$ cat src/rtl/core/dfdc_pkg.sv
`timescale 1ns / 1ps
// ----------------------------------------------------------------------------
// dfdc_pkg
// Shared types and constants for the depth frame decimate/convert block.
// ----------------------------------------------------------------------------
package dfdc_pkg;

  localparam int PIX_W     = 16;
  localparam int VAL_W     = 32;
  localparam int CFG_W     = 32;
  localparam int IDX_W     = 3;
  localparam int SW_W      = 13;
  localparam int STEPREG_W = 7;
  localparam int CODE_W    = 17;
  localparam int MODE_W    = 2;

  localparam int DEF_MAX_SOURCE_WIDTH = 4096;
  localparam int DEF_MAX_STEP         = 64;

  // quotient bits resolved by the cell chain; top dividend byte seeds remainder
  localparam int DIV_STEPS  = 32;
  localparam int SEED_W     = 8;
  localparam int DEPTH_SHIFT = 10;
  localparam logic [CODE_W-1:0] DEPTH_MULT = 17'd67109;

  localparam logic [SW_W-1:0]      RST_SOURCE_WIDTH = 13'd640;
  localparam logic [STEPREG_W-1:0] RST_STEP         = 7'd1;

  typedef enum logic [MODE_W-1:0] {
    MODE_RAW   = 2'd0,
    MODE_DEPTH = 2'd1,
    MODE_DISP  = 2'd2
  } mode_e;

  typedef enum logic [IDX_W-1:0] {
    REG_SOURCE_WIDTH = 3'd0,
    REG_COLUMN_STEP  = 3'd1,
    REG_ROW_STEP     = 3'd2,
    REG_NO_SAMPLE    = 3'd3,
    REG_SHADOW       = 3'd4,
    REG_OUTPUT_MODE  = 3'd5,
    REG_DISP_CONST   = 3'd6
  } reg_idx_e;

  typedef struct packed {
    logic [SW_W-1:0]      source_width;
    logic [STEPREG_W-1:0] column_step;
    logic [STEPREG_W-1:0] row_step;
    logic [CODE_W-1:0]    no_sample;
    logic [CODE_W-1:0]    shadow;
    mode_e                mode;
    logic [CFG_W-1:0]     disp_const;
  } cfg_t;

  // one item travelling down the cell chain
  typedef struct packed {
    logic             vld;
    logic             div;
    logic             bad;
    logic [PIX_W-1:0] rem;
    logic [PIX_W-1:0] dvs;
    logic [VAL_W-1:0] quo;
  } stage_t;

endpackage

$ cat src/rtl/core/dfdc_cell.sv
`timescale 1ns / 1ps
// ----------------------------------------------------------------------------
// dfdc_cell
// One restoring division step; other items pass through unchanged.
// ----------------------------------------------------------------------------
module dfdc_cell (
  input  logic             clk_i,
  input  logic             rst_ni,
  input  logic             adv_i,
  input  logic             dbit_i,
  input  dfdc_pkg::stage_t stage_i,
  output dfdc_pkg::stage_t stage_o
);

  logic [dfdc_pkg::PIX_W:0] r2, diff;
  logic                     ge;
  dfdc_pkg::stage_t         stage_q, stage_d;

  always_comb begin
    r2      = {stage_i.rem, dbit_i};
    diff    = r2 - {1'b0, stage_i.dvs};
    ge      = r2 >= {1'b0, stage_i.dvs};
    stage_d = stage_i;
    if (stage_i.div) begin
      stage_d.rem = ge ? diff[dfdc_pkg::PIX_W-1:0] : r2[dfdc_pkg::PIX_W-1:0];
      stage_d.quo = {stage_i.quo[dfdc_pkg::VAL_W-2:0], ge};
    end
  end

  always_ff @(posedge clk_i or negedge rst_ni) begin
    if (!rst_ni) begin
      stage_q <= '0;
    end else if (adv_i) begin
      stage_q <= stage_d;
    end
  end

  assign stage_o = stage_q;

endmodule

$ cat config.mk
export PLATFORM = sky130hd
export DESIGN_NAME = dfdc_cell
export DESIGN_NICKNAME = d
export VERILOG_FILES = /design/src/rtl/core/dfdc_pkg.sv /design/src/rtl/core/dfdc_cell.sv
export SDC_FILE = /design/constraint.sdc
export NUM_CORES = 1
export LEC_CHECK = 0
export BUFFER_PORTS_ARGS = -buffer_cell sky130_fd_sc_hd__buf_2
export CAP_MARGIN = 30
export CORE_AREA = 2 2 88 90
export DETAILED_ROUTE_END_ITERATION = 10
export DIE_AREA = 0 0 90 92
export HOLD_SLACK_MARGIN = 0.1
export PLACE_DENSITY = 0.81
export SLEW_MARGIN = 10
export SYNTH_ARGS = -nofsm -noshare
export SYNTH_HDL_FRONTEND = slang
export SYNTH_SLANG_ARGS = --single-unit
$ cat constraint.sdc
create_clock -name clk_i -period 3.64 [get_ports clk_i]
set_clock_uncertainty 0.2 [all_clocks]
set_input_delay 0 -clock clk_i [delete_from_list [all_inputs] [get_ports clk_i]]
set_output_delay 0 -clock clk_i [all_outputs]
set_load 0.01 [all_outputs]
==> results_dict.tcl, run 1 <==
set metrics [dict create \
    synth_xor_area_frac 0.0272 \
    synth_common_cells "dfrtp_1, nor2_1, a21oi_1" \
    grt_pass1_wl_mm 21.2 \
    gr-total-overflow 0 \
    netlist_instances 395 \
    synth_top_area_share 0.434 \
    clock_latency_ps 340 \
    seqPwrFrac 0.401 \
    tns_ps 0 \
    start_util 0.519 \
    internal_power_uw 1490 \
    cts_buffers 9 \
    vdd_drop_max_mv 0.266 \
    seq_area_mm2 0.00168 \
    gp_congestion 0.944 \
    clkSlewWorstSetupHoldPaths_ps 80 \
    holdPathEnd "stage_o[59]$_DFFE_PN0P_" \
    grt_use_total 0.320 \
    final_net_count 733 \
    areaGrowthSynthToFinish_pct 56.1 \
    worstSetupPathType "input pin to register" \
    min_from "stage_i[56]" \
    wl_per_cell_um 17.7 \
    drt_first_pass_iters 6 \
    tightest_slew_ps 757 \
    synth_edf_count 0 \
    yosys.area.top_type "dfrtp_1" \
    wirelength_mm 13.4 \
    async_reset_ff_frac 1.00 \
    vias 4316 \
    die_height_um 92 \
    worst_r2r_startpoint "stage_o[62]$_DFFE_PN0P_" \
    path_max_fanout 8 \
    cts_buffer_depth 2 \
    start_kind "input pin" \
    crit_top_cell "dlygate4sd3_1" \
    ys_seq_elements 67 \
    finalMaxSlewViolations 0 \
    design_area_mm2 0.00603 \
    fmax_mhz 278 \
    fp.dieW_um 90 \
    drive_gt1_frac 0.294 \
    synthMuxAreaShare 0.141 \
    r2r-end "stage_o[62]$_DFFE_PN0P_" \
    holdPathStages 6 \
    grt_max_degree 65 \
    period_minus_slack_ps 3600 \
    post-route-drc-count 0 \
    static-leakage-power_uw 0.00288 \
    swShare 0.320 \
    synth-seq-area-share 0.434 \
    h-tree-depth 3 \
    cp-end-kind "register" \
    synth_most_common_cell "dfrtp_1" \
    setup_violations 0 \
    relSlewSlack 0.495 \
    netlist_area_mm2 0.00386 \
    clkPwrFrac 0.280 \
    antenna_found_initial 1 \
    placed_area_mm2 0.00460 \
    synthFlopType "dfrtp_1" \
    clockRootBuffer "clkbuf_8" \
    vias_per_cell 5.73 \
    synthAdderAreaFrac 0.0570 \
    ff2ff_setup_slack_ps 1330 \
    synth_top_family_by_area "compound AO/OA/AOI/OAI gates" \
    portBuffers 137 \
    arrival_ps 3630 \
    finalHoldViolations 0 \
    ioPinCount 138 \
    post-dp-hpwl_mm 7.10 \
    path_cells "dlygate4sd3_1 > buf_2 > ha_2 > nand4_1 > or4_4 > a21oi_4 > a2111oi_4 > and2_4 > a31oi_2 > dlygate4sd3_1 > nand2_1 > dlygate4sd3_1" \
    postRouteAntennaNets 0 \
    clock_sinks 67 \
    p_sw_uw 703 \
    synth-simple-area-share 0.118 \
    ys_types 49 \
    synth_area_per_cell_um2 9.78 \
    r2r_cells 6 \
    grt_pass1_vias 4479 \
    largest_reg_flops 67 \
    multi_input_area_mm2 0.00201 \
    die_area_mm2 0.00828 \
    power_density_mw_per_mm2 364 \
    finalCritPeriodShare 0.988 \
    rows 32 \
    synth_compound_area_frac 0.169 \
    cts_tree "built" \
    dr.first_iter.drc_count 306 \
    slowest_stage "or4_4" \
    final_util 0.810 \
    coreArea_mm2 0.00745 \
    pwr-share-comb 0.319 \
    max_cap_viol_count 0 \
    yosys-top-cells-area "dfrtp_1, mux2i_1, a21oi_1" \
    yosysWarnings 0 \
    critPathRequiredTime_ps 3670 \
    fillers 441 \
    hold_path.class "input pin to register" \
    holdWs_ps 154 \
    max_stage_delay_ps 590 \
    synth_fp_nets 483 \
    status "completed" \
]
[per-layer routing]
metal | track usage | vias up | wire [um]
met4 | 0.159 | 0 | 686
met1 | 0.365 | 2090 | 4870
met3 | 0.0633 | 70 | 910
met2 | 0.574 | 246 | 6900
li1 | - | 1910 | -
met5 | 0 | - | 0
[how the worst max path moves through the flow]
stage | startpoint | to | slack, ps | depth (start not counted)
2_1_floorplan | stage_i[38] | stage_o[53]$_DFFE_PN0P_ | 1390 | 10
3_3_place_gp | stage_i[42] | stage_o[61]$_DFFE_PN0P_ | 1040 | 10
3_5_place_dp | stage_i[38] | stage_o[53]$_DFFE_PN0P_ | 990 | 10
4_1_cts | stage_i[42] | stage_o[62]$_DFFE_PN0P_ | 70 | 13
5_1_grt | stage_i[37] | stage_o[62]$_DFFE_PN0P_ | -10 | 13
6_report | stage_i[53] | stage_o[62]$_DFFE_PN0P_ | 40 | 12
[kinds of logic (layout without fill, tap and decap cells)]
kind of cell,Yosys count,in the layout
other,0,1
buffers and inverters,50,305
adder cells (fa/ha/maj),17,17
AND/OR/NAND/NOR,96,96
flip-flops,67,67
multiplexers,52,52
XOR/XNOR,12,12
AO/OA/AOI/OAI,101,101
[power by group through the flow]
stage	logic [uW]	registers [uW]	clock network [uW]
after CTS	656	872	621
after global placement	511	881	0
after global routing	752	888	650
after detailed placement	523	884	0
final	701	880	615
after floorplan	274	927	0
[area by class of cell]
class | instances | area share
clock buffers | 9 | 0.0205
well taps | 102 | 0.0212
diodes | 1 | 0.000415
multi-input cells | 278 | 0.334
repair buffers | 260 | 0.317
clock inverters | 7 | 0.0114
flip-flops and latches | 67 | 0.278
inverters | 29 | 0.0181
[stage by stage]
stage	total power (uW)	setup slack, ps	cells
6_report	2200	42.2	753
2_1_floorplan	1200	1390	395
3_3_place_gp	1390	1040	616
4_1_cts	2150	71.9	747
5_1_grt	2290	-14.4	753
3_5_place_dp	1410	993	616
[critical path: cells and delay by family]
kind,cells,cell delay [ps]
AOI/OAI and AO/OA,3,440
buffers and inverters,4,1810
and+or+nand+nor,4,1000
adders and majority gates,1,380
[what timing repair did]
action                                 in CTS  in global routing
buffers inserted                            0                  5
endpoints found under the hold margin      93                  0
gates resized for setup                     0                  7
hold buffers                              115                  0
setup endpoints to repair                   0                  1
[layout by cell type (no fill, tap or decap), types with 4 or more instances in the layout]
master and instances:
ha_1 12, nor2_1 49, xnor2_1 10, nor2b_1 8, a311oi_1 5, o21ai_0 9, dlygate4sd3_1 114, a21o_1 6
buf_2 136, nand2b_1 5, o22ai_1 7, mux2_2 18, mux2i_1 34, o221ai_1 6, nand3_1 6, clkbuf_8 9
dfrtp_1 67, inv_1 29, a31oi_1 4, nand3b_1 4, a21oi_1 47, nand2_1 12, buf_4 9
No activity file was read; power rests on OpenSTA's default activity.
==> inputs of run 2 (changes only) <==
Settings changed: CORE_AREA 2 2 88 90 to 2 2 87 89, CTS_BUF_LIST set to sky130_fd_sc_hd__clkbuf_4, DIE_AREA 0 0 90 92 to 0 0 89 91, PLACE_DENSITY 0.81 to 0.83, SETUP_SLACK_MARGIN set to 0.3.
==> run 2 against run 1 <==
  * The run now fails in clock tree synthesis
  * Synthesized cell count unchanged
  * Area after synthesis unchanged
==> results_dict.tcl, run 2 <==
set metrics [dict create \
    yosysWarnings 0 \
    yosys-top-cells-area "dfrtp_1, mux2i_1, a21oi_1" \
    die_height_um 91 \
    synth_edf_count 0 \
    cts_buffers 9 \
    start_util 0.541 \
    fp.dieW_um 89 \
    cts_buffer_depth 2 \
    async_reset_ff_frac 1.00 \
    clock_sinks 67 \
    ys_seq_elements 67 \
    netlist_instances 395 \
    h-tree-depth 3 \
    synth_fp_nets 483 \
    haltStage "clock tree synthesis" \
    yosys.area.top_type "dfrtp_1" \
    synth_top_area_share 0.434 \
    cts_resized 0 \
    hold_buffers 127 \
    rows 31 \
    ioPinCount 138 \
    pre_cts_ws_ps 1040 \
    synth_area_per_cell_um2 9.78 \
    post-dp-hpwl_mm 7.16 \
    firstError "[ERROR RSZ-0060] Max buffer count reached." \
    synth-seq-area-share 0.434 \
    clockRootBuffer "clkbuf_4" \
    status "aborted with a tool error" \
    gp_congestion 0.937 \
    synth_common_cells "dfrtp_1, nor2_1, a21oi_1" \
    netlist_area_mm2 0.00386 \
    synth_most_common_cell "dfrtp_1" \
    portBuffers 137 \
    synthFlopType "dfrtp_1" \
    ys_types 49 \
    postCtsSetupRepairBufs 0 \
]
run 2: cell counts after synthesis:
No cell type changed its count.
run 2: logic make-up after synthesis:
group                      count (synthesis)  share of synthesized area
xor gates and xnor gates                  12                     0.0272
AOI/OAI and AO/OA                        101                      0.169
and+or+nand+nor                           96                      0.118
DFF                                       67                      0.434
buffers and inverters                     50                     0.0547
muxes                                     52                      0.141
adders and majority gates                 17                     0.0570
run 2: stage by stage:
step,std cells,hold WS [ps],area (um^2),utilization
detailed placement,613,6.37,4590,0.644
floorplan,395,-496,3860,-
global placement,613,-9.64,4590,0.644
==> inputs of run 3 (changes only) <==
Settings changed: CORE_AREA 2 2 87 89 to 2 2 102 104, CTS_BUF_LIST sky130_fd_sc_hd__clkbuf_4 to not set, DIE_AREA 0 0 89 91 to 0 0 104 106, HOLD_SLACK_MARGIN 0.1 to not set, PLACE_DENSITY 0.83 to not set, PLACE_DENSITY_LB_ADDON set to 0.15, SETUP_SLACK_MARGIN 0.3 to not set.
==> run 3 against run 2 <==
  * The flow now finishes without violations
==> results_dict.tcl, run 3 (synthesized netlist as in run 1, its figures left out) <==
set metrics [dict create \
    finalCritPeriodShare 0.909 \
    h-tree-depth 3 \
    vias 3800 \
    finalMaxSlewViolations 0 \
    clkSlewWorstSetupHoldPaths_ps 70 \
    antenna_found_initial 0 \
    die_area_mm2 0.0110 \
    setup_violations 0 \
    design_area_mm2 0.00582 \
    relSlewSlack 0.518 \
    vdd_drop_max_mv 0.224 \
    fmax_mhz 302 \
    coreArea_mm2 0.0100 \
    fp.dieW_um 104 \
    slowest_stage "dlygate4sd3_1" \
    critPathRequiredTime_ps 3680 \
    post-route-drc-count 0 \
    hold_path.class "input pin to register" \
    start_util 0.386 \
    max_cap_viol_count 0 \
    fillers 922 \
    finalHoldViolations 0 \
    placed_area_mm2 0.00464 \
    status "completed" \
    rows 37 \
    period_minus_slack_ps 3310 \
    tns_ps 0 \
    gr-total-overflow 0 \
    cts_buffers 9 \
    path_max_fanout 8 \
    tightest_slew_ps 723 \
    final_net_count 703 \
    postRouteAntennaNets 0 \
    max_stage_delay_ps 570 \
    dr.first_iter.drc_count 127 \
    start_kind "input pin" \
    cts_buffer_depth 2 \
    wirelength_mm 11.0 \
    final_cell_mix "buf_2, dlygate4sd3_1, dfrtp_1" \
    wl_per_cell_um 14.5 \
    total_power_uw 2300 \
    final_util 0.582 \
    grt_use_total 0.205 \
    clock_sinks 67 \
    static-leakage-power_uw 0.00280 \
    cts_resized 0 \
    rsz0062_at_grt "no" \
    worstSetupPathType "input pin to register" \
    ioPinCount 138 \
    areaGrowthSynthToFinish_pct 50.6 \
    largest_reg_flops 67 \
    portBuffers 137 \
    clockRootBuffer "clkbuf_8" \
    drt_first_pass_iters 6 \
    n_antenna_cell 0 \
    clock_latency_ps 360 \
    grt_max_degree 69 \
    grt_pass1_vias 3803 \
    crit_top_cell "dlygate4sd3_1" \
    grt_pass1_wl_mm 18.3 \
    cts_tree "built" \
    die_height_um 106 \
    gp_congestion 0.836 \
    power_density_mw_per_mm2 396 \
    arrival_ps 3350 \
    cp-end-kind "register" \
    post-dp-hpwl_mm 7.13 \
    drive_gt1_frac 0.289 \
    path_cells "dlygate4sd3_1 > buf_2 > inv_1 > ha_1 > a21oi_1 > o21a_1 > a21oi_2 > a2111oi_4 > nand2_1 > mux2i_1 > o21ai_0 > dlygate4sd3_1" \
    vias_per_cell 5.03 \
    final_common_cell "buf_2" \
]
## run 3: path summary, 6_finish.rpt
check                                        startpoint                 endpoint  slack, ps  depth (start not counted)
worst max-delay path                        stage_i[42]  stage_o[55]$_DFFE_PN0P_        330                         12
worst max register to register  stage_o[62]$_DFFE_PN0P_  stage_o[62]$_DFFE_PN0P_       1950                          5
min in group asynchronous                        rst_ni  stage_o[38]$_DFFE_PN0P_        460                          3
worst min register to register   stage_o[0]$_DFFE_PN0P_   stage_o[0]$_DFFE_PN0P_        280                          1
max in group asynchronous                        rst_ni   stage_o[6]$_DFFE_PN0P_       2240                          4
worst min-delay path                        stage_i[62]  stage_o[63]$_DFFE_PN0P_         20                          4
## run 3: per-layer routing
layer | vias up | global-route usage | part of all wire
li1 | 1847 | - | -
met1 | 1835 | 0.244 | 0.44
met2 | 101 | 0.357 | 0.50
met3 | 17 | 0.0454 | 0.046
met4 | 0 | 0.0898 | 0.018
met5 | - | 0 | 0
## run 3: power by group
| part | internal (uW) | switching (uW) |
|---|---|---|
| Combinational | 313 | 307 |
| Clock | 510 | 302 |
| Sequential | 829 | 44.0 |
## run 3: critical path, delay by kind of cell
family,cells,cell delay (ps)
compound gates,5,1130
fa+ha+maj,1,360
buf+inv,4,1250
mux,1,240
simple gates,1,360
## run 3: area by class of cell
type | count | area [um^2] | area share
Sequential cell | 67 | 1680 | 0.288
Clock buffer | 12 | 165 | 0.0284
Inverter | 29 | 109 | 0.0187
Tap cell | 136 | 170 | 0.0293
Clock inverter | 4 | 95.1 | 0.0163
Multi-Input combinational cell | 278 | 1970 | 0.339
Timing Repair Buffer | 230 | 1630 | 0.280
## run 3: metrics by stage
stage,hold WS [ps],std cells,setup WS (ps)
4_1_cts,11.8,754,363
3_5_place_dp,-17.8,649,863
3_3_place_gp,-14.4,649,897
2_1_floorplan,-496,395,1390
6_report,21.4,756,331
5_1_grt,52.6,756,72.1
## run 3: repair_timing
action                                  4_1_cts  5_1_grt
endpoints found under the hold margin       133       30
setup buffers                                 0        0
endpoints found under the setup margin        0        0
hold buffers                                 89        1
