`src/rtl/core/dfdc_pkg.sv`:
```
`timescale 1ns / 1ps
// ----------------------------------------------------------------------------
// dfdc_pkg
// Shared types and constants for the depth frame decimate/convert block.
// ----------------------------------------------------------------------------
package dfdc_pkg;

  localparam int PIX_W     = 16;
  localparam int VAL_W     = 32;
  localparam int CFG_W     = 32;
  localparam int IDX_W     = 3;
  localparam int SW_W      = 13;
  localparam int STEPREG_W = 7;
  localparam int CODE_W    = 17;
  localparam int MODE_W    = 2;

  localparam int DEF_MAX_SOURCE_WIDTH = 4096;
  localparam int DEF_MAX_STEP         = 64;

  // quotient bits resolved by the cell chain; top dividend byte seeds remainder
  localparam int DIV_STEPS  = 32;
  localparam int SEED_W     = 8;
  localparam int DEPTH_SHIFT = 10;
  localparam logic [CODE_W-1:0] DEPTH_MULT = 17'd67109;

  localparam logic [SW_W-1:0]      RST_SOURCE_WIDTH = 13'd640;
  localparam logic [STEPREG_W-1:0] RST_STEP         = 7'd1;

  typedef enum logic [MODE_W-1:0] {
    MODE_RAW   = 2'd0,
    MODE_DEPTH = 2'd1,
    MODE_DISP  = 2'd2
  } mode_e;

  typedef enum logic [IDX_W-1:0] {
    REG_SOURCE_WIDTH = 3'd0,
    REG_COLUMN_STEP  = 3'd1,
    REG_ROW_STEP     = 3'd2,
    REG_NO_SAMPLE    = 3'd3,
    REG_SHADOW       = 3'd4,
    REG_OUTPUT_MODE  = 3'd5,
    REG_DISP_CONST   = 3'd6
  } reg_idx_e;

  typedef struct packed {
    logic [SW_W-1:0]      source_width;
    logic [STEPREG_W-1:0] column_step;
    logic [STEPREG_W-1:0] row_step;
    logic [CODE_W-1:0]    no_sample;
    logic [CODE_W-1:0]    shadow;
    mode_e                mode;
    logic [CFG_W-1:0]     disp_const;
  } cfg_t;

  // one item travelling down the cell chain
  typedef struct packed {
    logic             vld;
    logic             div;
    logic             bad;
    logic [PIX_W-1:0] rem;
    logic [PIX_W-1:0] dvs;
    logic [VAL_W-1:0] quo;
  } stage_t;

endpackage

```
`src/rtl/core/dfdc_front.sv`:
```
`timescale 1ns / 1ps
// ----------------------------------------------------------------------------
// dfdc_front
// Raster counters, decimation select, pixel check and mode setup.
// ----------------------------------------------------------------------------
module dfdc_front #(
  parameter int MAX_SOURCE_WIDTH = dfdc_pkg::DEF_MAX_SOURCE_WIDTH,
  parameter int MAX_STEP         = dfdc_pkg::DEF_MAX_STEP
) (
  input  logic                       clk_i,
  input  logic                       rst_ni,
  input  logic                       adv_i,
  input  logic                       accept_i,
  input  logic [dfdc_pkg::PIX_W-1:0] pixel_i,
  input  logic                       frame_start_i,
  input  dfdc_pkg::cfg_t             cfg_i,
  output dfdc_pkg::stage_t           stage_o
);

  localparam int POS_W = $clog2(MAX_SOURCE_WIDTH);
  localparam int WID_W = $clog2(MAX_SOURCE_WIDTH + 1);
  localparam int PH_W  = $clog2(MAX_STEP);
  localparam int STP_W = $clog2(MAX_STEP + 1);

  logic [POS_W-1:0] pos_q, pos_d, pos_cur;
  logic [PH_W-1:0]  cph_q, cph_d, cph_cur;
  logic [PH_W-1:0]  rph_q, rph_d, rph_cur;
  logic [WID_W-1:0] weff;
  logic [STP_W-1:0] ceff, reff;
  logic [31:0]      sw32, cs32, rs32;
  logic [POS_W:0]   pos_inc;
  logic [PH_W:0]    cph_inc, rph_inc;
  logic             emit, bad, sat;
  logic [dfdc_pkg::PIX_W+dfdc_pkg::CODE_W-1:0] prod;
  dfdc_pkg::stage_t stage_q, stage_d;

  always_comb begin
    sw32 = 32'(cfg_i.source_width);
    cs32 = 32'(cfg_i.column_step);
    rs32 = 32'(cfg_i.row_step);
    if (sw32 == 32'd0) begin
      weff = WID_W'(1);
    end else if (sw32 > 32'(MAX_SOURCE_WIDTH)) begin
      weff = WID_W'(MAX_SOURCE_WIDTH);
    end else begin
      weff = WID_W'(sw32);
    end
    if (cs32 == 32'd0) begin
      ceff = STP_W'(1);
    end else if (cs32 > 32'(MAX_STEP)) begin
      ceff = STP_W'(MAX_STEP);
    end else begin
      ceff = STP_W'(cs32);
    end
    if (rs32 == 32'd0) begin
      reff = STP_W'(1);
    end else if (rs32 > 32'(MAX_STEP)) begin
      reff = STP_W'(MAX_STEP);
    end else begin
      reff = STP_W'(rs32);
    end
  end

  always_comb begin
    pos_cur = frame_start_i ? '0 : pos_q;
    cph_cur = frame_start_i ? '0 : cph_q;
    rph_cur = frame_start_i ? '0 : rph_q;
    emit    = (cph_cur == '0) && (rph_cur == '0);
    pos_inc = {1'b0, pos_cur} + (POS_W+1)'(1);
    cph_inc = {1'b0, cph_cur} + (PH_W+1)'(1);
    rph_inc = {1'b0, rph_cur} + (PH_W+1)'(1);
    cph_d   = (32'(cph_inc) >= 32'(ceff)) ? '0 : cph_inc[PH_W-1:0];
    pos_d   = pos_inc[POS_W-1:0];
    rph_d   = rph_cur;
    if (32'(pos_inc) >= 32'(weff)) begin
      pos_d = '0;
      cph_d = '0;
      rph_d = (32'(rph_inc) >= 32'(reff)) ? '0 : rph_inc[PH_W-1:0];
    end
  end

  always_comb begin
    bad  = (pixel_i == '0) ||
           ({1'b0, pixel_i} == cfg_i.no_sample) ||
           ({1'b0, pixel_i} == cfg_i.shadow);
    prod = {{dfdc_pkg::CODE_W{1'b0}}, pixel_i} *
           {{dfdc_pkg::PIX_W{1'b0}}, dfdc_pkg::DEPTH_MULT};
    sat  = {{(dfdc_pkg::PIX_W-dfdc_pkg::SEED_W){1'b0}},
            cfg_i.disp_const[dfdc_pkg::CFG_W-1 -: dfdc_pkg::SEED_W]} >= pixel_i;
    stage_d     = '0;
    stage_d.vld = accept_i && emit;
    stage_d.bad = bad;
    stage_d.dvs = pixel_i;
    stage_d.rem = dfdc_pkg::PIX_W'(cfg_i.disp_const[dfdc_pkg::CFG_W-1 -: dfdc_pkg::SEED_W]);
    if (!bad) begin
      unique case (cfg_i.mode)
        dfdc_pkg::MODE_DEPTH: begin
          stage_d.quo = dfdc_pkg::VAL_W'(prod >> dfdc_pkg::DEPTH_SHIFT);
        end
        dfdc_pkg::MODE_DISP: begin
          stage_d.div = !sat;
          stage_d.quo = sat ? '1 : '0;
        end
        default: begin
          stage_d.quo = dfdc_pkg::VAL_W'(pixel_i);
        end
      endcase
    end
  end

  always_ff @(posedge clk_i or negedge rst_ni) begin
    if (!rst_ni) begin
      pos_q <= '0;
      cph_q <= '0;
      rph_q <= '0;
    end else if (accept_i) begin
      pos_q <= pos_d;
      cph_q <= cph_d;
      rph_q <= rph_d;
    end
  end

  always_ff @(posedge clk_i or negedge rst_ni) begin
    if (!rst_ni) begin
      stage_q <= '0;
    end else if (adv_i) begin
      stage_q <= stage_d;
    end
  end

  assign stage_o = stage_q;

endmodule

```
`config.mk`:
```
export PLATFORM = sky130hd
export DESIGN_NAME = dfdc_front
export DESIGN_NICKNAME = d
export VERILOG_FILES = /design/src/rtl/core/dfdc_pkg.sv /design/src/rtl/core/dfdc_front.sv
export SDC_FILE = /design/constraint.sdc
export NUM_CORES = 1
export LEC_CHECK = 0
export BUFFER_PORTS_ARGS = -buffer_cell sky130_fd_sc_hd__buf_2
export CORE_UTILIZATION = 61
export CTS_CLUSTER_DIAMETER = 50
export DETAILED_ROUTE_END_ITERATION = 6
export GPL_TIMING_DRIVEN = 0
export HOLD_SLACK_MARGIN = 0.03
export PLACE_DENSITY = 0.88
export SYNTH_ARGS = -nofsm -noshare
export SYNTH_HDL_FRONTEND = slang
export SYNTH_SLANG_ARGS = --single-unit
export TNS_END_PERCENT = 10
```
`constraint.sdc`:
```
create_clock -name clk_i -period 6.65 [get_ports clk_i]
set_clock_uncertainty 0.15 [all_clocks]
set_input_delay 0.3325 -clock clk_i [delete_from_list [all_inputs] [get_ports clk_i]]
set_output_delay 0.3325 -clock clk_i [all_outputs]
set_load 0.03 [all_outputs]
```
==> results_tabular.tex, run 1 <==
\begin{tabular}{lr}
\hline
Metric & Value \\
\hline
\multicolumn{2}{l}{\textbf{CTS}} \\
TritonCTS clock tree & built \\
Clock slew at reported path FFs & about 70 ps \\
Inserted Clock Buffers & 9 \\
Maximum clock insertion buffer count & 2 \\
Clk Latency, worst-skew pair & $\sim$350 ps \\
Post-CTS Setup Bufs & 0 \\
H-tree depth reported by CTS & 3 \\
Root buf cell & sky130\_fd\_sc\_hd\_\_clkbuf\_16 \\
Clock net sink count & 75 \\
\multicolumn{2}{l}{\textbf{Setup path}} \\
Data required, critical path & $\sim$6700 ps \\
Cell seen most often among critical-path stages & sky130\_fd\_sc\_hd\_\_ha\_1 \\
Critical Path End Type & flip-flop \\
Setup crit start kind & primary input \\
Delay of the slowest critical-path stage & 550 ps \\
Data arrival, critical path & around 5400 ps \\
Max Fanout on Critical Path & 11 \\
WS Path Type & in2reg \\
Count of buffer and inverter cells on the critical path & 3 \\
Critical-path cell list & buf\_2, ha\_1, ha\_1, fa\_1, fa\_1, ha\_1, inv\_1, fa\_1, inv\_1, ha\_1, and3\_4, a221oi\_4, a211oi\_2, nor3b\_2, nor2\_1, o311a\_1, o311ai\_2 \\
Worst-path cell with the longest stage delay & sky130\_fd\_sc\_hd\_\_fa\_1 \\
Category of cells accounting for the largest share of critical-path delay & adder cells \\
\multicolumn{2}{l}{\textbf{Synth}} \\
Synth Warn \# & 0 \\
Fraction of synthesis flops using an asynchronous set or reset pin & between 90\% and 100\% \\
Share of the yosys chip area belonging to registers & a little over a fifth \\
Number of synthesized flops with an enable pin & 0 \\
Netlist area before placement & 8651 um\^{}2 \\
Post-Synthesis Cells & around 900 \\
Flip-flop cell with the highest count after synthesis & sky130\_fd\_sc\_hd\_\_dfrtp\_1 \\
Unique cell type count in the Yosys netlist & 66 \\
Leading area contributor after synthesis & sky130\_fd\_sc\_hd\_\_ha\_1 \\
Fraction of post-synthesis cell area in the top cell type by area & between 20\% and 30\% \\
Number of flip-flops and latches in the synthesized netlist & 75 \\
Leading cell types by total area after synthesis & sky130\_fd\_sc\_hd\_\_ha\_1, sky130\_fd\_sc\_hd\_\_dfrtp\_1, sky130\_fd\_sc\_hd\_\_fa\_1 \\
Synthesized area per cell & between 9 and 10 um\^{}2 \\
\multicolumn{2}{l}{\textbf{STA}} \\
Final Hold Viols & 0 \\
Final setup fails & 0 \\
Transition time at the pin with the least slew margin & 947.4 ps \\
Max Clk Rate & between 150 and 200 MHz \\
Max-slew headroom at the worst pin & a little over a third \\
Period utilisation layout & 80.00\% \\
Minimum clock period & roughly 5300 ps \\
Setup repair after global routing missed its margin & no \\
Max-slew violations & 0 \\
Final total negative setup slack & 0 ps \\
\multicolumn{2}{l}{\textbf{Detailed routing}} \\
DRC viols & 0 \\
1st-iter DRT viols & 630 \\
Post-Route WL & 24.04 mm \\
Remaining number of nets flagged by the antenna check after routing & 0 \\
Wirelength per Cell & around 19 um \\
Router iterations before antenna repair & 6 \\
Via count normalized by instance count & $\sim$6 \\
Overall via count from detail\_route & about 7500 \\
\multicolumn{2}{l}{\textbf{Floorplanning}} \\
\# rows & between 40 and 50 \\
Top-level port count & 183 \\
Starting density of the core & approximately 62\% \\
Die width & 121.1 um \\
Core ar. & between 10000 and 15000 um\^{}2 \\
Overall die height & 121.1 um \\
Area of the die & approximately 15000 um\^{}2 \\
\multicolumn{2}{l}{\textbf{Cells and area}} \\
Filler cell count in the final layout & 1025 \\
Post-layout nets & $\sim$1400 \\
Leading cell type in the layout, fill and taps excluded & sky130\_fd\_sc\_hd\_\_ha\_1 \\
Area of the multi-input gates & around 6200 um\^{}2 \\
Non-filler instance count after layout & between 1000 and 1500 \\
Leading cell types in the layout, fill and taps excluded & sky130\_fd\_sc\_hd\_\_ha\_1, sky130\_fd\_sc\_hd\_\_buf\_2, sky130\_fd\_sc\_hd\_\_inv\_1 \\
Layout Area Growth over Synthesis & 15.50\% \\
Share of post-route cells with drive strength above 1 & between 20\% and 30\% \\
Footprint of the flip-flops and latches & between 1500 and 2000 um\^{}2 \\
Number of antenna repair diodes & 0 \\
\multicolumn{2}{l}{\textbf{Global route}} \\
Maximum number of pins on one net before global-route repair & 40 \\
First-pass GRT wire length & $\sim$38 mm \\
Vias in the first global route & about 7600 \\
Initial antenna violation count & 0 \\
Total overflow reported by the global router & 0 \\
Total GRT Usage & 33.98\% \\
\multicolumn{2}{l}{\textbf{Place}} \\
Weighted congestion at the end of routability-driven global placement & around 0.97 \\
Count of port buffers added during placement & 150 \\
Placed Cells incl. Taps & about 1200 \\
Detailed placement HPWL & 18.36 mm \\
\multicolumn{2}{l}{\textbf{Pwr}} \\
Share of power burned in combinational logic & slightly below 60\% \\
Maximum vdd drop & 0.0001948 V \\
Power per standard cell area & roughly 260 nW/um\^{}2 \\
Standby leakage power & 0.005393 uW \\
Sequential group share of total power & between 20\% and 30\% \\
Switching power & approximately 1200 uW \\
Clock share of power & between 10\% and 20\% \\
Switching power share of the total & 45.30\% \\
Cell internal pwr & approximately 1400 uW \\
\multicolumn{2}{l}{\textbf{Min path}} \\
Type of the worst min-delay path & in2reg \\
\multicolumn{2}{l}{\textbf{Run status}} \\
Run status & completed \\
\multicolumn{2}{l}{\textbf{Run}} \\
Max cap viols & 0 \\
\hline
\end{tabular}
## cells in the mapped netlist, types with 10 or more instances
cell and instances:
sky130_fd_sc_hd__o2bb2ai_1 13, sky130_fd_sc_hd__xor2_1 38, sky130_fd_sc_hd__nor2b_1 10, sky130_fd_sc_hd__nand2b_1 18
sky130_fd_sc_hd__nand3_1 20, sky130_fd_sc_hd__ha_1 178, sky130_fd_sc_hd__o21ai_1 12, sky130_fd_sc_hd__a22o_1 17
sky130_fd_sc_hd__inv_1 98, sky130_fd_sc_hd__clkbuf_1 19, sky130_fd_sc_hd__mux2_2 24, sky130_fd_sc_hd__a21o_1 32
sky130_fd_sc_hd__a21oi_1 44, sky130_fd_sc_hd__o21ai_0 11, sky130_fd_sc_hd__dfrtp_1 75, sky130_fd_sc_hd__nor4_1 10
sky130_fd_sc_hd__nor3_1 11, sky130_fd_sc_hd__nor2_1 28, sky130_fd_sc_hd__xnor2_1 29, sky130_fd_sc_hd__fa_1 39
sky130_fd_sc_hd__nand2_1 60, sky130_fd_sc_hd__buf_4 17, sky130_fd_sc_hd__nand4_1 10
## cell families (layout without fill, tap and decap cells)
logic type,after synthesis,in the layout,share of synthesized area (%)
adders and majority gates,217,217,34.77
other,1,8,0.04335
xor gates and xnor gates,67,67,6.783
DFF,75,75,21.70
muxes,24,24,3.124
buffers and inverters,138,306,6.754
AOI/OAI and AO/OA,187,187,15.91
and+or+nand+nor,187,187,10.92
## metal layers
metal / GRT usage (%) / part of all wire (%) / wire length [um] / vias to the layer above
met1: 43.84 / 42 / 10050 / 3591
li1: - / - / - / 3490
met4: 13.35 / 3.2 / 771 / 0
met5: 0 / 0 / 0 / -
met3: 5.498 / 7.8 / 1876 / 62
met2: 56.82 / 47 / 11330 / 383
## power groups by stage
| stage | registers [uW] | logic [uW] | clock network (uW) |
|---|---|---|---|
| 6_report | 556 | 1550 | 520 |
| 5_1_grt | 561 | 1720 | 543 |
| 4_1_cts | 555 | 1530 | 518 |
| 3_5_place_dp | 562 | 1520 | 0 |
| 3_3_place_gp | 560 | 1450 | 0 |
| 2_1_floorplan | 641 | 1050 | 0 |
## worst register-to-register path: stages (launching register included)
cell and delay (ps):
sky130_fd_sc_hd__dfrtp_1 380, sky130_fd_sc_hd__nand2b_1 100, sky130_fd_sc_hd__inv_1 110, sky130_fd_sc_hd__ha_1 190
sky130_fd_sc_hd__and3_1 210, sky130_fd_sc_hd__and4b_1 240, sky130_fd_sc_hd__and3_1 220, sky130_fd_sc_hd__nand3_1 110
sky130_fd_sc_hd__xor2_1 140, sky130_fd_sc_hd__nor2_1 80, sky130_fd_sc_hd__ha_1 230, sky130_fd_sc_hd__or4_1 460
sky130_fd_sc_hd__a21oi_1 190, sky130_fd_sc_hd__nand2_1 70, sky130_fd_sc_hd__o21ai_1 180, sky130_fd_sc_hd__nor2_1 170
sky130_fd_sc_hd__o21ai_1 420, sky130_fd_sc_hd__a22o_1 220
## registers in the layout (all words and copies together), names as in the netlist
signal,cells
stage_o,51
pos_q,12
rph_q,6
cph_q,6
## cell type report
cell class / count / area share [%]
multi-input combinational: 690 / 62.21
sequential: 75 / 18.78
timing repair buffer: 152 / 7.839
inverter: 99 / 3.719
clock buffer: 9 / 2.254
tap: 180 / 2.254
buffer: 39 / 2.129
clock inverter: 7 / 0.8139
## path summary, 6_finish.rpt
path | startpoint | endpoint | slack [ps] | cells after the start
min in group asynchronous | rst_ni | pos_q[8] | 340 | 2
max in group asynchronous | rst_ni | stage_o[21] | 5410 | 3
max | pixel_i[2] | stage_o[21] | 1330 | 17
min | cfg_i[27] | stage_o[51] | 110 | 2
min reg2reg | stage_o[19] | stage_o[19] | 350 | 2
max reg2reg | pos_q[0] | rph_q[0] | 2720 | 17
## per-stage QoR
stage	hold slack, ps	worst slack (ps)	power [uW]	instance area (um^2)	utilization (%)
after floorplan	-113.1	1782	1690	8677	-
after detailed placement	184.6	993.8	2079	9676	69.70
after global placement	319.5	1111	2013	9653	69.54
final	112.4	1330	2631	9992	71.98
after global routing	103.3	1134	2821	9992	71.98
after CTS	105.3	1343	2602	9992	71.98
## repair_timing
| action | CTS | global route |
|---|---|---|
| gates resized for setup | 0 | 0 |
| endpoints found under the hold margin | 36 | 0 |
| hold buffers | 1 | 0 |
Power figures use the tool's default switching activity.
==> inputs of run 2 (changes only) <==
Settings changed: CORE_UTILIZATION 61 to 57, PLACE_DENSITY 0.88 to 0.83.
Clock period 6.65 ns to 5.5 ns, I/O delays scaled along.
==> results_tabular.tex, run 2 (same netlist as run 1, synthesis figures left out) <==
\begin{tabular}{lr}
\hline
Metric & Value \\
\hline
\multicolumn{2}{l}{\textbf{Setup path}} \\
Register-to-Register Setup Slack & between 1500 and 2000 ps \\
Data required, critical path & approximately 5600 ps \\
Data arrival, critical path & 5300 ps \\
Critical Path End Type & flip-flop \\
Reg-to-Reg Start & pos\_q[0] \\
Capturing element of the worst setup path & stage\_o[21] \\
Worst setup path start & pixel\_i[1] \\
Max Fanout on Critical Path & 10 \\
Setup crit start kind & primary input \\
WS Path Type & in2reg \\
Depth of the worst register-to-register path & 17 \\
RR Endpoint & rph\_q[0] \\
\multicolumn{2}{l}{\textbf{Floorplanning}} \\
Area of the die & 15670 um\^{}2 \\
Top-level port count & around 180 \\
Core ar. & about 15000 um\^{}2 \\
Die width & roughly 130 um \\
Starting density of the core & between 50\% and 60\% \\
\# rows & 44 \\
Overall die height & 125.2 um \\
\multicolumn{2}{l}{\textbf{Global route}} \\
First-pass GRT wire length & roughly 37 mm \\
Maximum number of pins on one net before global-route repair & 49 \\
Total overflow reported by the global router & 0 \\
Vias in the first global route & between 7000 and 8000 \\
Initial antenna violation count & 0 \\
Total GRT Usage & a little under a third \\
\multicolumn{2}{l}{\textbf{Pwr}} \\
Power per standard cell area & around 310 nW/um\^{}2 \\
Maximum vdd drop & 0.0002629 V \\
Standby leakage power & approximately 0.0054 uW \\
Overall Power & approximately 3200 uW \\
\multicolumn{2}{l}{\textbf{STA}} \\
Setup repair after global routing missed its margin & no \\
Max-slew headroom at the worst pin & a little over two fifths \\
Period utilisation layout & between 90\% and 100\% \\
Final Hold Viols & 0 \\
Max-slew violations & 0 \\
Final setup fails & 0 \\
Max Clk Rate & 191.8 MHz \\
Minimum clock period & about 5200 ps \\
Transition time at the pin with the least slew margin & $\sim$870 ps \\
\multicolumn{2}{l}{\textbf{Detailed routing}} \\
Wirelength per Cell & roughly 18 um \\
Via count normalized by instance count & a little under 6 \\
Router iterations before antenna repair & 7 \\
Post-Route WL & between 20 and 25 mm \\
1st-iter DRT viols & just under 600 \\
Remaining number of nets flagged by the antenna check after routing & 0 \\
Overall via count from detail\_route & between 7000 and 8000 \\
DRC viols & 34 \\
\multicolumn{2}{l}{\textbf{Min path}} \\
Type of the worst min-delay path & in2reg \\
\multicolumn{2}{l}{\textbf{Cells and area}} \\
Non-Filler Cell Area, Final & about 10000 um\^{}2 \\
Share of post-route cells with drive strength above 1 & 21.10\% \\
Leading cell types in the layout, fill and taps excluded & sky130\_fd\_sc\_hd\_\_ha\_1, sky130\_fd\_sc\_hd\_\_buf\_2, sky130\_fd\_sc\_hd\_\_inv\_1 \\
Non-filler instance count after layout & $\sim$1300 \\
Layout Area Growth over Synthesis & 15.71\% \\
Leading cell type in the layout, fill and taps excluded & sky130\_fd\_sc\_hd\_\_ha\_1 \\
Max reg flops & 51 \\
Number of antenna repair diodes & 0 \\
Post-layout nets & about 1400 \\
\multicolumn{2}{l}{\textbf{Place}} \\
Count of port buffers added during placement & 150 \\
DP Area & slightly below 10000 um\^{}2 \\
Weighted congestion at the end of routability-driven global placement & between 0.9 and 1 \\
Detailed placement HPWL & 18.13 mm \\
Placed Cells incl. Taps & around 1200 \\
\multicolumn{2}{l}{\textbf{Run}} \\
Max cap viols & 0 \\
\multicolumn{2}{l}{\textbf{CTS}} \\
Clock slew at reported path FFs & 60 ps \\
Inserted Clock Buffers & 9 \\
TritonCTS clock tree & built \\
Clock net sink count & 75 \\
Root buf cell & sky130\_fd\_sc\_hd\_\_clkbuf\_16 \\
Maximum clock insertion buffer count & 2 \\
Clk Latency, worst-skew pair & 340 ps \\
H-tree depth reported by CTS & 3 \\
\multicolumn{2}{l}{\textbf{Run status}} \\
Run status & finished, violations left \\
Failing checks & DRC \\
\hline
\end{tabular}
run 2: worst min path at each step:
stage | from | endpoint | depth (start not counted)
3_5_place_dp | rst_ni | pos_q[8] | 1
2_1_floorplan | rst_ni | cph_q[0] | 0
4_1_cts | cfg_i[24] | stage_o[48] | 2
3_3_place_gp | pos_q[6] | pos_q[6] | 1
6_report | cfg_i[24] | stage_o[48] | 2
5_1_grt | cfg_i[24] | stage_o[48] | 2
run 2: repair_timing:
item                       4_1_cts  5_1_grt
hold endpoints to repair        27        0
buffers inserted                 0        0
setup endpoints to repair        0        1
resized for setup                0        1
hold buffers                     1        0
run 2: area by class of cell:
| class | instances | area (um^2) |
|---|---|---|
| Buffer | 39 | 212.7 |
| Clock buffer | 9 | 225.2 |
| Clock inverter | 7 | 83.83 |
| Fill cell | 1157 | 4634 |
| Inverter | 99 | 371.6 |
| Multi-Input combinational cell | 690 | 6216 |
| Sequential cell | 75 | 1877 |
| Tap cell | 184 | 230.2 |
| Timing Repair Buffer | 152 | 793.3 |
run 2: critical path, stage by stage:
cell and delay [ps]:
sky130_fd_sc_hd__buf_2 290, sky130_fd_sc_hd__ha_1 300, sky130_fd_sc_hd__ha_1 310, sky130_fd_sc_hd__fa_1 530, sky130_fd_sc_hd__fa_1 420, sky130_fd_sc_hd__ha_1 290, sky130_fd_sc_hd__inv_1 50, sky130_fd_sc_hd__fa_1 540
sky130_fd_sc_hd__inv_1 40, sky130_fd_sc_hd__ha_1 360, sky130_fd_sc_hd__and3_4 190, sky130_fd_sc_hd__a221oi_4 450, sky130_fd_sc_hd__a211oi_2 140, sky130_fd_sc_hd__nor3b_2 330, sky130_fd_sc_hd__nor2_1 120, sky130_fd_sc_hd__o311a_1 370
sky130_fd_sc_hd__o311ai_2 280
run 2: per-stage QoR:
stage / setup WS, ps / utilization, % / TNS [ps] / hold slack (ps)
4_1_cts: 225.3 / 68.34 / 0 / 49.68
2_1_floorplan: 689.6 / - / 0 / -170.6
3_5_place_dp: -104.1 / 66.16 / -115.4 / 73.60
5_1_grt: 48.07 / 68.35 / 0 / 55.08
3_3_place_gp: -10.33 / 65.95 / -10.33 / 318.0
6_report: 286.1 / 68.35 / 0 / 57.26
run 2: per-layer routing:
metal / up-vias / GRT usage (%) / wire length (um)
met1: 3631 / 40.57 / 10240
met2: 285 / 51.79 / 10980
met5: - / 0 / 0
li1: 3482 / - / -
met4: 0 / 7.604 / 435
met3: 38 / 4.921 / 1493
run 2: power breakdown:
group / internal [uW] / switching (uW)
Clock: 359 / 261
Sequential: 618 / 55.1
Combinational: 758 / 1100
==> inputs of run 3 (changes only) <==
Settings changed: CORE_UTILIZATION 57 to 45, PLACE_DENSITY 0.83 to 0.68.
==> results_tabular.tex, run 3 (same netlist as run 1, synthesis figures left out) <==
\begin{tabular}{lr}
\hline
Metric & Value \\
\hline
\multicolumn{2}{l}{\textbf{Run status}} \\
Run status & completed \\
\multicolumn{2}{l}{\textbf{Pwr}} \\
Standby leakage power & roughly 0.0054 uW \\
Overall Power & between 3000 and 4000 uW \\
Maximum vdd drop & around 0.00020 V \\
Power per standard cell area & between 300 and 400 nW/um\^{}2 \\
\multicolumn{2}{l}{\textbf{Detailed routing}} \\
DRC viols & 0 \\
Overall via count from detail\_route & approximately 7200 \\
Via count normalized by instance count & about 5.5 \\
Wirelength per Cell & between 15 and 20 um \\
Remaining number of nets flagged by the antenna check after routing & 0 \\
Router iterations before antenna repair & 5 \\
Post-Route WL & between 20 and 25 mm \\
1st-iter DRT viols & $\sim$370 \\
\multicolumn{2}{l}{\textbf{Floorplanning}} \\
Starting density of the core & a little under half \\
\# rows & 50 \\
Area of the die & 19780 um\^{}2 \\
Top-level port count & 183 \\
Core ar. & between 15000 and 20000 um\^{}2 \\
Overall die height & 140.7 um \\
Die width & roughly 140 um \\
\multicolumn{2}{l}{\textbf{STA}} \\
Minimum clock period & between 5000 and 6000 ps \\
Max-slew headroom at the worst pin & a little over two fifths \\
Final Hold Viols & 0 \\
Period utilisation layout & approximately 94\% \\
Transition time at the pin with the least slew margin & approximately 840 ps \\
Max Clk Rate & just under 200 MHz \\
Worst setup margin & 313.2 ps \\
Max-slew violations & 0 \\
Setup repair after global routing missed its margin & no \\
Final setup fails & 0 \\
\multicolumn{2}{l}{\textbf{Setup path}} \\
Worst-path cell with the longest stage delay & sky130\_fd\_sc\_hd\_\_fa\_1 \\
Setup crit start kind & primary input \\
Delay of the slowest critical-path stage & $\sim$530 ps \\
Max Fanout on Critical Path & 11 \\
WS Path Type & in2reg \\
Data required, critical path & between 5000 and 6000 ps \\
Reg-to-Reg Start & pos\_q[0] \\
Critical Path End Type & flip-flop \\
Depth of the worst register-to-register path & 17 \\
Critical-path cell list & buf\_2, ha\_1, ha\_1, fa\_1, fa\_1, ha\_1, inv\_1, fa\_1, inv\_1, ha\_1, and3\_4, a221oi\_4, a211oi\_2, nor3b\_2, nor2\_1, o311a\_1, o311ai\_2 \\
Cell seen most often among critical-path stages & sky130\_fd\_sc\_hd\_\_ha\_1 \\
Register-to-Register Setup Slack & 1680 ps \\
RR Endpoint & rph\_q[4] \\
Data arrival, critical path & 5280 ps \\
\multicolumn{2}{l}{\textbf{Global route}} \\
Total overflow reported by the global router & 0 \\
First-pass GRT wire length & about 37 mm \\
Vias in the first global route & just over 7000 \\
Maximum number of pins on one net before global-route repair & 48 \\
Total GRT Usage & between 20\% and 30\% \\
Initial antenna violation count & 0 \\
\multicolumn{2}{l}{\textbf{CTS}} \\
Cts hold-fix bufs & 1 \\
Post-CTS Setup Bufs & 0 \\
Maximum clock insertion buffer count & 2 \\
Root buf cell & sky130\_fd\_sc\_hd\_\_clkbuf\_16 \\
H-tree depth reported by CTS & 3 \\
Clock net sink count & between 70 and 80 \\
Inserted Clock Buffers & 9 \\
TritonCTS clock tree & built \\
Clock slew at reported path FFs & roughly 60 ps \\
Number of gates given a new drive strength after cts & 0 \\
Clk Latency, worst-skew pair & 350 ps \\
\multicolumn{2}{l}{\textbf{Run}} \\
Max cap viols & 0 \\
\multicolumn{2}{l}{\textbf{Place}} \\
Count of port buffers added during placement & 150 \\
Dpl ws & -52.15 ps \\
Weighted congestion at the end of routability-driven global placement & 0.9064 \\
Detailed placement HPWL & approximately 18 mm \\
\multicolumn{2}{l}{\textbf{Min path}} \\
Hold endpoint & stage\_o[54] \\
Type of the worst min-delay path & in2reg \\
Instance count along the most critical hold path & 2 \\
Hold Startpoint & cfg\_i[30] \\
\multicolumn{2}{l}{\textbf{Cells and area}} \\
Max reg flops & 51 \\
Filler cell count in the final layout & $\sim$1800 \\
Footprint of the flip-flops and latches & between 1500 and 2000 um\^{}2 \\
Leading cell types in the layout, fill and taps excluded & sky130\_fd\_sc\_hd\_\_ha\_1, sky130\_fd\_sc\_hd\_\_buf\_2, sky130\_fd\_sc\_hd\_\_inv\_1 \\
Share of post-route cells with drive strength above 1 & 20.93\% \\
Layout Area Growth over Synthesis & 16.23\% \\
Post-layout nets & 1399 \\
Number of antenna repair diodes & 0 \\
Area of the multi-input gates & $\sim$6200 um\^{}2 \\
Leading cell type in the layout, fill and taps excluded & sky130\_fd\_sc\_hd\_\_ha\_1 \\
Post-Route Utilization & between 50 and 60\% \\
\hline
\end{tabular}
[run 3: cell count changes in the layout (fill, tap and decap cells not counted), sizes merged]
cell,previous run,this run
inv,102,99
buf,170,171
clkbuf,29,30
[run 3: report_power, final]
group          switching (uW)  leakage, uW  internal (uW)  total, uW
logic                    1090      0.00429            755       1840
registers                52.8     0.000952            618        671
clock network             235     0.000142            361        596
total                    1370      0.00539           1730       3110
[run 3: worst max-delay path by stage]
| stage | from | end | slack [ps] | cells after the start |
|---|---|---|---|---|
| finish | pixel_i[2] | stage_o[21] | 310 | 17 |
| global route | pixel_i[2] | stage_o[21] | 80 | 17 |
| CTS | pixel_i[2] | stage_o[21] | 290 | 17 |
| detailed placement | pixel_i[2] | stage_o[21] | -50 | 17 |
| global placement | pixel_i[2] | stage_o[21] | -20 | 17 |
| floorplan | pixel_i[1] | stage_o[21] | 690 | 16 |
[run 3: final cells by class]
type	instances	area share (%)
multi-input cells	690	61.82
flip-flops and latches	75	18.67
repair buffers	152	7.865
inverters	99	3.696
well taps	234	2.912
clock buffers	11	2.414
plain buffers	39	2.115
clock inverters	4	0.5102
[run 3: through the flow]
stage          hold WS (ps)  area, um^2  TNS (ps)  instances
5_1_grt               45.59       10050         0       1304
4_1_cts               37.49       10050         0       1304
3_3_place_gp          317.2        9721    -23.01       1287
6_report              47.51       10050         0       1304
2_1_floorplan        -170.6        8677         0        903
3_5_place_dp          92.76        9751    -52.15       1288
[run 3: worst max-delay path, delay by kind of cell]
kind,cells,cell delay (ps)
buf+inv,3,410
fa+ha+maj,7,2750
compound gates,4,1180
simple gates,3,660
[run 3: routing by layer]
layer / routed length, um / share of wire, % / vias to the layer above / GRT usage [%]
li1: - / - / 3483 / -
met3: 1189 / 5.1 / 32 / 4.178
met4: 605 / 2.6 / 0 / 8.524
met1: 10900 / 47 / 3452 / 32.90
met2: 10660 / 46 / 215 / 40.30
met5: 0 / 0 / - / 0
